### config.mk
export PLATFORM = sky130hd
export DESIGN_NAME = shared_deferred_binary_output
export DESIGN_NICKNAME = d
export VERILOG_FILES = /design/src/sv/sdbo_pkg.sv /design/src/sv/shared_deferred_binary_output.sv
export SDC_FILE = /design/constraint.sdc
export NUM_CORES = 1
export LEC_CHECK = 0
export ABC_AREA = 1
export BUFFER_PORTS_ARGS = -buffer_cell sky130_fd_sc_hd__buf_2
export CAP_MARGIN = 20
export CORE_AREA = 2 2 128 80
export CTS_CLUSTER_DIAMETER = 60
export DETAILED_ROUTE_END_ITERATION = 8
export DIE_AREA = 0 0 130 82
export MAX_ROUTING_LAYER = met4
export PLACE_DENSITY = 0.76
export SETUP_SLACK_MARGIN = 0.4
export SYNTH_ARGS = -nofsm -noshare
export SYNTH_HDL_FRONTEND = slang
export SYNTH_SLANG_ARGS = --single-unit
### constraint.sdc
create_clock -name i_clk -period 2.6 [get_ports i_clk]
set_clock_uncertainty 0.15 [all_clocks]
set_input_delay 0.13 -clock i_clk [delete_from_list [all_inputs] [get_ports i_clk]]
set_output_delay 0.13 -clock i_clk [all_outputs]
set_load 0.1 [all_outputs]
### src/sv/sdbo_pkg.sv
`default_nettype none
package sdbo_pkg;

    // Operation codes of an input word.
    localparam logic [1:0] OP_REQUEST = 2'd0;
    localparam logic [1:0] OP_TOGGLE  = 2'd1;
    localparam logic [1:0] OP_TICK    = 2'd2;

    // Configuration register indexes (byte address divided by four).
    localparam logic [1:0] REG_POLARITY      = 2'd0;
    localparam logic [1:0] REG_TOGGLE_ACTIVE = 2'd1;
    localparam logic [1:0] REG_ON_DELAY      = 2'd2;
    localparam logic [1:0] REG_OFF_DELAY     = 2'd3;

    localparam int CFG_DELAY_BITS = 16;
    localparam int ADDR_BITS      = 4;
    localparam int COUNT_BITS     = 8;

    typedef logic [COUNT_BITS-1:0] t_count;
    typedef logic [CFG_DELAY_BITS-1:0] t_cfg_delay;

endpackage
`default_nettype wire

### src/sv/shared_deferred_binary_output.sv
// A word accepted into the input register is worked on there, and its result is then
// written to the result register, which presents it on the output until it is taken.
// Throughput: one word per cycle; o_ready follows i_ready combinationally when both
// registers are full, so only the output side taking results limits the rate.
// Reset: synchronous, active low; clears the pipeline valid flags, the output state,
// the consumer count, the deferred timer and all configuration registers.
`default_nettype none
module shared_deferred_binary_output #(
    parameter int CONSUMER_MAX = 255,
    parameter int DELAY_BITS   = 16
) (
    input  wire logic                                  i_clk,
    input  wire logic                                  i_rst_n,
    // configuration port
    input  wire logic                                  psel,
    input  wire logic                                  penable,
    input  wire logic                                  pwrite,
    input  wire logic [sdbo_pkg::ADDR_BITS-1:0]        paddr,
    input  wire logic [31:0]                           pwdata,
    output logic      [31:0]                           prdata,
    output logic                                       pready,
    // input channel
    input  wire logic                                  i_valid,
    output logic                                       o_ready,
    input  wire logic [1:0]                            i_op,
    input  wire logic                                  i_value,
    // output channel
    output logic                                       o_valid,
    input  wire logic                                  i_ready,
    output logic                                       o_logical_level,
    output logic                                       o_pin_level,
    output logic                                       o_set_strobe,
    output logic                                       o_change_strobe,
    output logic      [sdbo_pkg::COUNT_BITS-1:0]       o_consumer_level,
    output logic                                       o_pending
);

    localparam int WideBits = (DELAY_BITS > sdbo_pkg::CFG_DELAY_BITS) ?
                              DELAY_BITS : sdbo_pkg::CFG_DELAY_BITS;

    // configuration
    logic                       r_polarity;
    logic                       r_toggle_active;
    sdbo_pkg::t_cfg_delay       r_on_delay;
    sdbo_pkg::t_cfg_delay       r_off_delay;
    logic                       cfg_wr;
    logic [1:0]                 cfg_idx;

    // input register
    logic                       r_in_vld;
    logic [1:0]                 r_in_op;
    logic                       r_in_value;
    logic                       advance;

    // state
    logic                       r_logical, n_logical;
    sdbo_pkg::t_count           r_count, n_count;
    logic [DELAY_BITS-1:0]      r_remaining, n_remaining;
    logic                       r_armed, n_armed;
    logic                       r_deferred, n_deferred;

    // result register
    logic                       r_out_vld;
    logic                       r_out_logical;
    logic                       r_out_set;
    logic                       r_out_change;
    sdbo_pkg::t_count           r_out_count;
    logic                       r_out_pending;

    logic                       apply;
    logic                       apply_val;
    logic                       wrote;
    logic                       changed;
    sdbo_pkg::t_count           count_mid;
    sdbo_pkg::t_cfg_delay       dly;
    logic [WideBits-1:0]        dly_wide;
    logic [WideBits-1:0]        dly_max;
    logic [DELAY_BITS-1:0]      dly_load;

    // ---------------- configuration port ----------------
    assign pready  = 1'b1;
    assign cfg_idx = paddr[sdbo_pkg::ADDR_BITS-1:2];
    assign cfg_wr  = psel && penable && pwrite;

    always_ff @(posedge i_clk) begin
        if (!i_rst_n) begin
            r_polarity      <= 1'b0;
            r_toggle_active <= 1'b0;
            r_on_delay      <= '0;
            r_off_delay     <= '0;
        end else if (cfg_wr) begin
            unique case (cfg_idx)
                sdbo_pkg::REG_POLARITY:      r_polarity      <= pwdata[0];
                sdbo_pkg::REG_TOGGLE_ACTIVE: r_toggle_active <= pwdata[0];
                sdbo_pkg::REG_ON_DELAY:      r_on_delay      <= pwdata[15:0];
                sdbo_pkg::REG_OFF_DELAY:     r_off_delay     <= pwdata[15:0];
                default: ;
            endcase
        end
    end

    always_comb begin
        unique case (cfg_idx)
            sdbo_pkg::REG_POLARITY:      prdata = {31'd0, r_polarity};
            sdbo_pkg::REG_TOGGLE_ACTIVE: prdata = {31'd0, r_toggle_active};
            sdbo_pkg::REG_ON_DELAY:      prdata = {16'd0, r_on_delay};
            sdbo_pkg::REG_OFF_DELAY:     prdata = {16'd0, r_off_delay};
            default:                     prdata = '0;
        endcase
    end

    // ---------------- handshake ----------------
    assign advance = r_in_vld && (!r_out_vld || i_ready);
    assign o_ready = !r_in_vld || advance;

    always_ff @(posedge i_clk) begin
        if (!i_rst_n) begin
            r_in_vld <= 1'b0;
        end else if (o_ready) begin
            r_in_vld <= i_valid;
        end
    end

    always_ff @(posedge i_clk) begin
        if (o_ready && i_valid) begin
            r_in_op    <= i_op;
            r_in_value <= i_value;
        end
    end

    // ---------------- item logic ----------------
    // A delay longer than the counter can hold is loaded as the counter's maximum.
    assign dly      = r_in_value ? r_on_delay : r_off_delay;
    assign dly_wide = WideBits'(dly);
    assign dly_max  = WideBits'({DELAY_BITS{1'b1}});
    assign dly_load = (dly_wide > dly_max) ? DELAY_BITS'(dly_max) : DELAY_BITS'(dly_wide);

    assign count_mid = (!r_in_value && r_count != '0) ? r_count - 1'b1 : r_count;

    always_comb begin
        n_logical   = r_logical;
        n_count     = r_count;
        n_remaining = r_remaining;
        n_armed     = r_armed;
        n_deferred  = r_deferred;
        apply       = 1'b0;
        apply_val   = 1'b0;
        wrote       = 1'b0;
        changed     = 1'b0;
        unique case (r_in_op)
            sdbo_pkg::OP_REQUEST: begin
                if (count_mid == '0) begin
                    if (dly != '0) begin
                        n_deferred  = r_in_value;
                        n_remaining = dly_load;
                        n_armed     = 1'b1;
                    end else begin
                        n_armed   = 1'b0;
                        apply     = 1'b1;
                        apply_val = r_in_value;
                    end
                end
                if (r_in_value && count_mid < sdbo_pkg::COUNT_BITS'(CONSUMER_MAX)) begin
                    n_count = count_mid + 1'b1;
                end else begin
                    n_count = count_mid;
                end
            end
            sdbo_pkg::OP_TOGGLE: begin
                if (r_in_value == r_toggle_active) begin
                    apply     = 1'b1;
                    apply_val = !r_logical;
                end
            end
            sdbo_pkg::OP_TICK: begin
                if (r_armed) begin
                    if (r_remaining <= DELAY_BITS'(1)) begin
                        n_remaining = '0;
                        n_armed     = 1'b0;
                        apply       = 1'b1;
                        apply_val   = r_deferred;
                    end else begin
                        n_remaining = r_remaining - 1'b1;
                    end
                end
            end
            default: ;
        endcase
        if (apply) begin
            n_logical = apply_val;
            wrote     = 1'b1;
            changed   = (apply_val != r_logical);
        end
    end

    always_ff @(posedge i_clk) begin
        if (!i_rst_n) begin
            r_logical   <= 1'b0;
            r_count     <= '0;
            r_remaining <= '0;
            r_armed     <= 1'b0;
            r_deferred  <= 1'b0;
        end else if (advance) begin
            r_logical   <= n_logical;
            r_count     <= n_count;
            r_remaining <= n_remaining;
            r_armed     <= n_armed;
            r_deferred  <= n_deferred;
        end
    end

    // ---------------- result register ----------------
    always_ff @(posedge i_clk) begin
        if (!i_rst_n) begin
            r_out_vld <= 1'b0;
        end else if (advance) begin
            r_out_vld <= 1'b1;
        end else if (i_ready) begin
            r_out_vld <= 1'b0;
        end
    end

    always_ff @(posedge i_clk) begin
        if (advance) begin
            r_out_logical <= n_logical;
            r_out_set     <= wrote;
            r_out_change  <= changed;
            r_out_count   <= n_count;
            r_out_pending <= n_armed;
        end
    end

    assign o_valid          = r_out_vld;
    assign o_logical_level  = r_out_logical;
    // The pin sits at the polarity level when the output is logically true.
    assign o_pin_level      = !(r_out_logical ^ r_polarity);
    assign o_set_strobe     = r_out_set;
    assign o_change_strobe  = r_out_change;
    assign o_consumer_level = r_out_count;
    assign o_pending        = r_out_pending;

endmodule
`default_nettype wire

==> results.cfg, run 1 <==
[detailed_routing]
vias = 5369
route.detailed.drc = 0
drtPass1Iterations = 5
routed_via_density = 5.52
wl_per_cell_um = 16.8
routed_wl_um = 16300
dr.first_iter.drc_count = 607
ant_nets = 0

[die]
die_area_um2 = 10700
num_io_pins = 94
coreArea_um2 = 9560
rows = 28
dieHeight_um = 82
die_w_um = 130
initial_core_util_pct = 48.4

[power]
internal_power_mw = 2.36
sequentialPowerShare_pct = 35.6
clockPowerShare_pct = 32.6
p_leak_nw = 3.07
switching_power_mw = 1.31
comb_power_share_pct = 31.7
finalPower_mw = 3.67
peakVddDrop_uv = 339
swShare_pct = 35.7
powerDensity_nw_per_um2 = 545

[timing]
max_slew_margin_pct = 51.4
worst_slack_ns = 0.196
worstMarginPinSlew_ns = 0.728
maxSlewViolCount = 0
fin_crit_ns = 2.40
rsz0062_at_grt = yes
setup-tns-final_ns = 0
fmax_mhz = 416
period_share_pct = 92.4
hold_violations = 0
hold_ws_ns = 0.0248
setup_viol = 0

[placed_design]
portBuffers = 58
place_hpwl_um = 9740
dpl_cell_area_um2 = 5280
place_congestion = 0.940
dpl_worst_slack_ns = 0.0244

[worst_setup_path]
required_ns = 2.54
crit_path_frequent_cell = nor2_4
start_kind = flop
path_cells = inv_4 -> ha_4 -> nand2_4 -> nor2_4 -> nor2_4 -> nand2_2 -> nand2_8 -> inv_6 -> ha_4 -> inv_4 -> nor2_4 -> nand3_2 -> nor2_4 -> nor2_4 -> buf_6 -> nand3_2 -> nand2_2 -> nand2_1
path_max_fanout = 7
arrival_ns = 2.35
critPathMaxStageDelay_ns = 0.36
critPathKind = flop to flop
cpMaxStageDelayCell = dfxtp_4
worst_setup_path_end_kind = flop

[yosys]
synth_area_leader_cell = dfxtp_1
syn_area_um2 = 4630
synth_cells = 682
ys_seq_elements = 78
synthTopCellsByArea = dfxtp_1 27%, nand2_1 11%, o21ai_0 9.8%
async_reset_ff_share_pct = 0
seq_area_frac_synth_pct = 37.0
synth_top_area_share_pct = 27.3
yosys.cell_types.count = 38
syn_avg_cell_area_um2 = 6.78
yosysWarnings = 0
synth_edf_count = 15
synthFlopType = dfxtp_1

[layout]
fill_cells = 713
diodes = 0
fin_area_um2 = 6740
drive_above_1_share_pct = 36.5
area_growth_syn_to_layout_pct = 45.6
fin_nets = 885

[global_route]
globalRouteTotalUtil_pct = 29.9
antenna_found_initial = 0
grt_pass1_vias = 4697
grt_overflow_total = 0
grt_max_degree = 52
grt_pass1_wl_um = 23700

[clock_tree]
clk_pin_slew_worst_paths_ns = 0.06
cts.path.max_buffers = 2
cts-root-buf = clkbuf_16
cts_tree = built
clk_latency_ns = 0.34
cts_made_buffers = 9
ctsHtreeMaxLevel = 3
cts.sinks = 78

[outcome]
outcome = completed

[flow_run]
maxCapViolations = 0

[min_path]
hp-class = input pin to flop
## per-stage QoR
| step | util [%] | instances |
|---|---|---|
| after floorplan | - | 697 |
| after global placement | 55.2 | 883 |
| after detailed placement | 55.2 | 883 |
| after CTS | 67.4 | 960 |
| after global routing | 70.4 | 973 |
| final | 70.4 | 973 |
## metal layers
layer  global-route usage, %  part of all wire [%]  up-vias
met5                       -                     0        -
met4                    8.28                   2.3        0
met3                    7.36                    12       45
met2                    44.7                    44      362
met1                    40.6                    42     2475
li1                        -                     -     2487
## worst paths after layout
check | start | to | slack, ns | cells after the start
worst max-delay path | r_count[1] | o_consumer_level[6] | 0.20 | 18
worst min-delay path | paddr[3] | r_polarity | 0.02 | 4
worst max register to register | r_count[1] | o_consumer_level[6] | 0.20 | 18
worst min register to register | r_deferred | r_deferred | 0.32 | 2
## synthesized netlist by cell type, drive strengths merged, types with 2 or more instances
master / instances
nand3: 33
dfxtp: 63
clkbuf: 16
a211oi: 2
nor3: 5
o22ai: 10
inv: 82
nand2: 146
ha: 6
xor2: 9
xnor2: 4
buf: 25
a21oi: 42
nand3b: 2
nor2: 100
edfxtp: 15
clkinv: 2
o21ai: 103
nand4: 8
conb: 2
## placed cells by master (no fill, tap or decap), drive strengths merged
master / instances
a31oi: 1
xor2: 9
nor4: 1
clkbuf: 13
clkinvlp: 1
edfxtp: 15
o2111ai: 1
ha: 6
nand3: 33
nor3: 5
nand2: 146
nor3b: 1
inv: 83
conb: 17
xnor2: 4
a211oi: 2
dfxtp: 63
nand3b: 2
nor2: 100
buf: 141
a22oi: 1
nand4: 8
a21oi: 42
and2: 1
o211ai: 1
o22ai: 10
dlygate4sd3: 23
o21ai: 103
clkinv: 5
## layout make-up
cell class / instances / area, um2 / area share (%)
sequential: 78 / 1720 / 25.5
timing repair inverter: 1 / 6.26 / 0.0929
tap: 135 / 169 / 2.51
multi-input combinational: 494 / 2930 / 43.6
clock buffer: 12 / 256 / 3.81
timing repair buffer: 165 / 1290 / 19.1
inverter: 84 / 342 / 5.07
clock inverter: 4 / 22.5 / 0.334
## power by group through the flow
stage          combinational, mW  clock (mW)  sequential, mW
3_3_place_gp               0.833           0            1.33
6_report                    1.16        1.20            1.31
3_5_place_dp               0.851           0            1.33
2_1_floorplan              0.591           0            1.41
4_1_cts                     1.04        1.20            1.30
5_1_grt                     1.23        1.26            1.31
## sequential cells by signal (all words and copies together), names as in the netlist
signal / cells
o_set_strobe: 1
r_logical: 1
o_change_strobe: 1
r_in_vld: 1
o_valid: 1
r_on_delay: 16
r_deferred: 1
r_remaining: 16
r_toggle_active: 1
o_consumer_level: 8
r_armed: 1
o_pending: 1
r_count: 8
r_in_value: 1
r_off_delay: 16
r_in_op: 2
o_logical_level: 1
r_polarity: 1
## worst max-delay path, delay by kind of cell, from the launching register on
| kind | cells | cell delay, ns |
|---|---|---|
| buffers and inverters | 4 | 0.29 |
| adder cells (fa/ha/maj) | 2 | 0.32 |
| AND/OR/NAND/NOR | 12 | 1.04 |
| flip-flops | 1 | 0.36 |
## logic make-up after synthesis
| kind of cell | share of synthesized area, % |
|---|---|
| other | 0.162 |
| adders and majority gates | 1.62 |
| xor gates and xnor gates | 2.46 |
| and+or+nand+nor | 28.0 |
| buffers and inverters | 12.1 |
| AOI/OAI and AO/OA | 18.6 |
| DFF | 37.0 |
## timing repair
item | CTS | global route
cloned | 4 | 1
resized for setup | 114 | 47
setup buffers | 34 | 12
endpoints found under the setup margin | 39 | 42
pin swaps | 37 | 32
hold buffers | 23 | 0
hold endpoints to repair | 38 | 0
Power figures use the tool's default switching activity.
==> run 2: changes to the inputs <==
- ABC_AREA: 1 -> unset
- CORE_AREA: 2 2 128 80 -> 2 2 127 80
- CTS_CLUSTER_SIZE: unset -> 24
- DIE_AREA: 0 0 130 82 -> 0 0 129 82
==> run 2 against run 1 <==
  * Power shrank 12%
  * Combinational power shrank 43%
  * Non-clock buffer count shrank 23
  * Critical endpoint is now r_remaining[11]
  * Core utilization shrank 5.3 points
  * Critical path type unchanged
  * Worst setup slack lost 0.58 ns
  * Fmax shrank 20%
  * The flow now finishes with violations (setup timing)
  * Sequential cell count is the same
==> results.cfg, run 2 <==
[worst_setup_path]
arrival_ns = 3.11
r2r_start = r_count[0]
rr_worst_depth = 10
path_cells = inv_4 -> buf_4 -> ha_1 -> or4b_1 -> and2_1 -> nor2_1 -> and4bb_4 -> nand2_1 -> or3_1 -> a31oi_1
path_delay_family = simple AND/OR/NAND/NOR gates
cpMaxStageDelayCell = or4b_1
r2r-end = r_remaining[11]
critical_path_buf_inv_count = 2
critPathKind = flop to flop
critPathMaxStageDelay_ns = 0.50
worst_setup_path_end_kind = flop
path_max_fanout = 6
crit_start = r_count[0]
start_kind = flop
r2r_slack_ns = -0.39
required_ns = 2.72

[flow_run]
maxCapViolations = 0

[timing]
period_share_pct = 115
worst_slack_ns = -0.389
maxSlewViolCount = 0
worstMarginPinSlew_ns = 0.652
fin_crit_ns = 2.99
fmax_mhz = 335
hold_violations = 0
max_slew_margin_pct = 56.6
rsz0062_at_grt = yes
setup_viol = 39
setup-tns-final_ns = -10.49
hold_ws_ns = 0.0182

[placed_design]
dpl_cell_area_um2 = 5440
portBuffers = 58
place_hpwl_um = 9830
dpl_worst_slack_ns = -0.454
place_congestion = 0.945
dp.cells = 788

[power]
peakVddDrop_uv = 367
swShare_pct = 30.1
internal_power_mw = 2.26
finalPower_mw = 3.23
p_leak_nw = 2.50
clockPowerShare_pct = 39.8
sequentialPowerShare_pct = 39.6
switching_power_mw = 0.973
comb_power_share_pct = 20.6
powerDensity_nw_per_um2 = 523

[layout]
multi_input_area_um2 = 2930
fin_area_um2 = 6180
final_common_cell = nand2_1
layout_common_cells = 94 x nand2_1, 60 x dfxtp_1, 58 x buf_2, 58 x buf_4, 57 x a21oi_1
diodes = 0
fin_nets = 745
reg.largest.list = r_off_delay (16), r_on_delay (16), r_remaining (16)
register_area_um2 = 1720
drive_above_1_share_pct = 29.4
instances_no_fill = 833
area_growth_syn_to_layout_pct = 34.5
final_core_util_pct = 65.1
fill_cells = 759

[die]
initial_core_util_pct = 48.4
rows = 28
die_area_um2 = 10600
coreArea_um2 = 9490
dieHeight_um = 82
num_io_pins = 94
die_w_um = 129

[global_route]
grt_pass1_vias = 4288
globalRouteTotalUtil_pct = 27.2
grt_overflow_total = 0
grt_max_degree = 26
antenna_found_initial = 0
grt_pass1_wl_um = 21500

[clock_tree]
cts_made_buffers = 9
clk_latency_ns = 0.35
ctsHtreeMaxLevel = 3
clk_pin_slew_worst_paths_ns = 0.06
cts.sinks = 78
cts.path.max_buffers = 2
cts-root-buf = clkbuf_16
cts_tree = built

[yosys]
synth_cells = 579
synth_edf_count = 15
syn_area_um2 = 4600
syn_avg_cell_area_um2 = 7.94
async_reset_ff_share_pct = 0
seq_area_frac_synth_pct = 37.2
synth_area_leader_cell = dfxtp_1
yosysMostFrequentCell = nand2_1
synth_top_area_share_pct = 27.4
synthTopCellsByCount = 96 x nand2_1, 63 x dfxtp_1, 62 x a21oi_1
yosys.cell_types.count = 56
ys_seq_elements = 78
yosysWarnings = 0
synthTopCellsByArea = dfxtp_1 27%, edfxtp_1 9.8%, mux2i_1 8.1%
synthFlopType = dfxtp_1

[min_path]
whs_path_depth = 4
whs_endpoint = r_in_vld
hp-class = input pin to flop
hp-start = i_ready

[detailed_routing]
wl_per_cell_um = 16.9
ant_nets = 0
route.detailed.drc = 0
dr.first_iter.drc_count = 540
drtPass1Iterations = 5
routed_wl_um = 14100
vias = 4780
routed_via_density = 5.74

[outcome]
violations = setup timing
outcome = complete, but fails checks
run 2: routing by layer:
metal  share of wire [%]  global-route usage (%)  wire [um]
met1                  46                    38.6       6450
met2                  43                    38.3       6010
met3                  10                    6.91       1430
met4                 1.2                    7.07        167
met5                   0                       -          0
run 2: logic make-up (layout without fill, tap and decap cells):
| kind of cell | Yosys count | count (layout) | synth area share [%] |
|---|---|---|---|
| AND/OR/NAND/NOR | 238 | 238 | 25.8 |
| flip-flops | 78 | 78 | 37.2 |
| multiplexers | 38 | 38 | 8.55 |
| adder cells (fa/ha/maj) | 6 | 6 | 1.63 |
| AO/OA/AOI/OAI | 141 | 141 | 17.9 |
| buffers and inverters | 67 | 171 | 7.08 |
| other | 2 | 17 | 0.163 |
| XOR/XNOR | 9 | 9 | 1.72 |
run 2: worst reg2reg max path, cell delays in order (launching register included):
cell and delay [ns]:
dfxtp_4 0.35, inv_4 0.06, buf_4 0.13, ha_1 0.16, or4b_1 0.50, and2_1 0.22, nor2_1 0.35, and4bb_4 0.40
nand2_1 0.10, or3_1 0.36, a31oi_1 0.15
run 2: worst max path at each step:
| stage | endpoint | depth (start not counted) |
|---|---|---|
| 2_1_floorplan | o_change_strobe | 14 |
| 3_3_place_gp | r_remaining[4] | 15 |
| 3_5_place_dp | r_remaining[10] | 15 |
| 4_1_cts | o_pending | 15 |
| 5_1_grt | r_remaining[11] | 14 |
| 6_report | r_remaining[11] | 10 |
run 2: area by class of cell:
| class | instances | share of cell area [%] |
|---|---|---|
| clock inverters | 2 | 0.202 |
| repair buffers | 142 | 16.2 |
| clock buffers | 14 | 4.80 |
| flip-flops and latches | 78 | 27.8 |
| well taps | 135 | 2.73 |
| multi-input cells | 449 | 47.5 |
| inverters | 13 | 0.830 |
run 2: what timing repair did:
action / CTS / global route
hold endpoints to repair: 39 / 0
buffers inserted: 5 / 3
endpoints found under the setup margin: 39 / 39
resized for setup: 27 / 19
pin swaps: 4 / 7
hold buffers: 21 / 0
run 2: power groups by stage:
stage / logic [mW] / clock network (mW) / registers, mW
2_1_floorplan: 0.401 / 0 / 1.37
3_3_place_gp: 0.566 / 0 / 1.30
3_5_place_dp: 0.579 / 0 / 1.30
4_1_cts: 0.630 / 1.30 / 1.28
5_1_grt: 0.699 / 1.35 / 1.28
6_report: 0.666 / 1.28 / 1.28
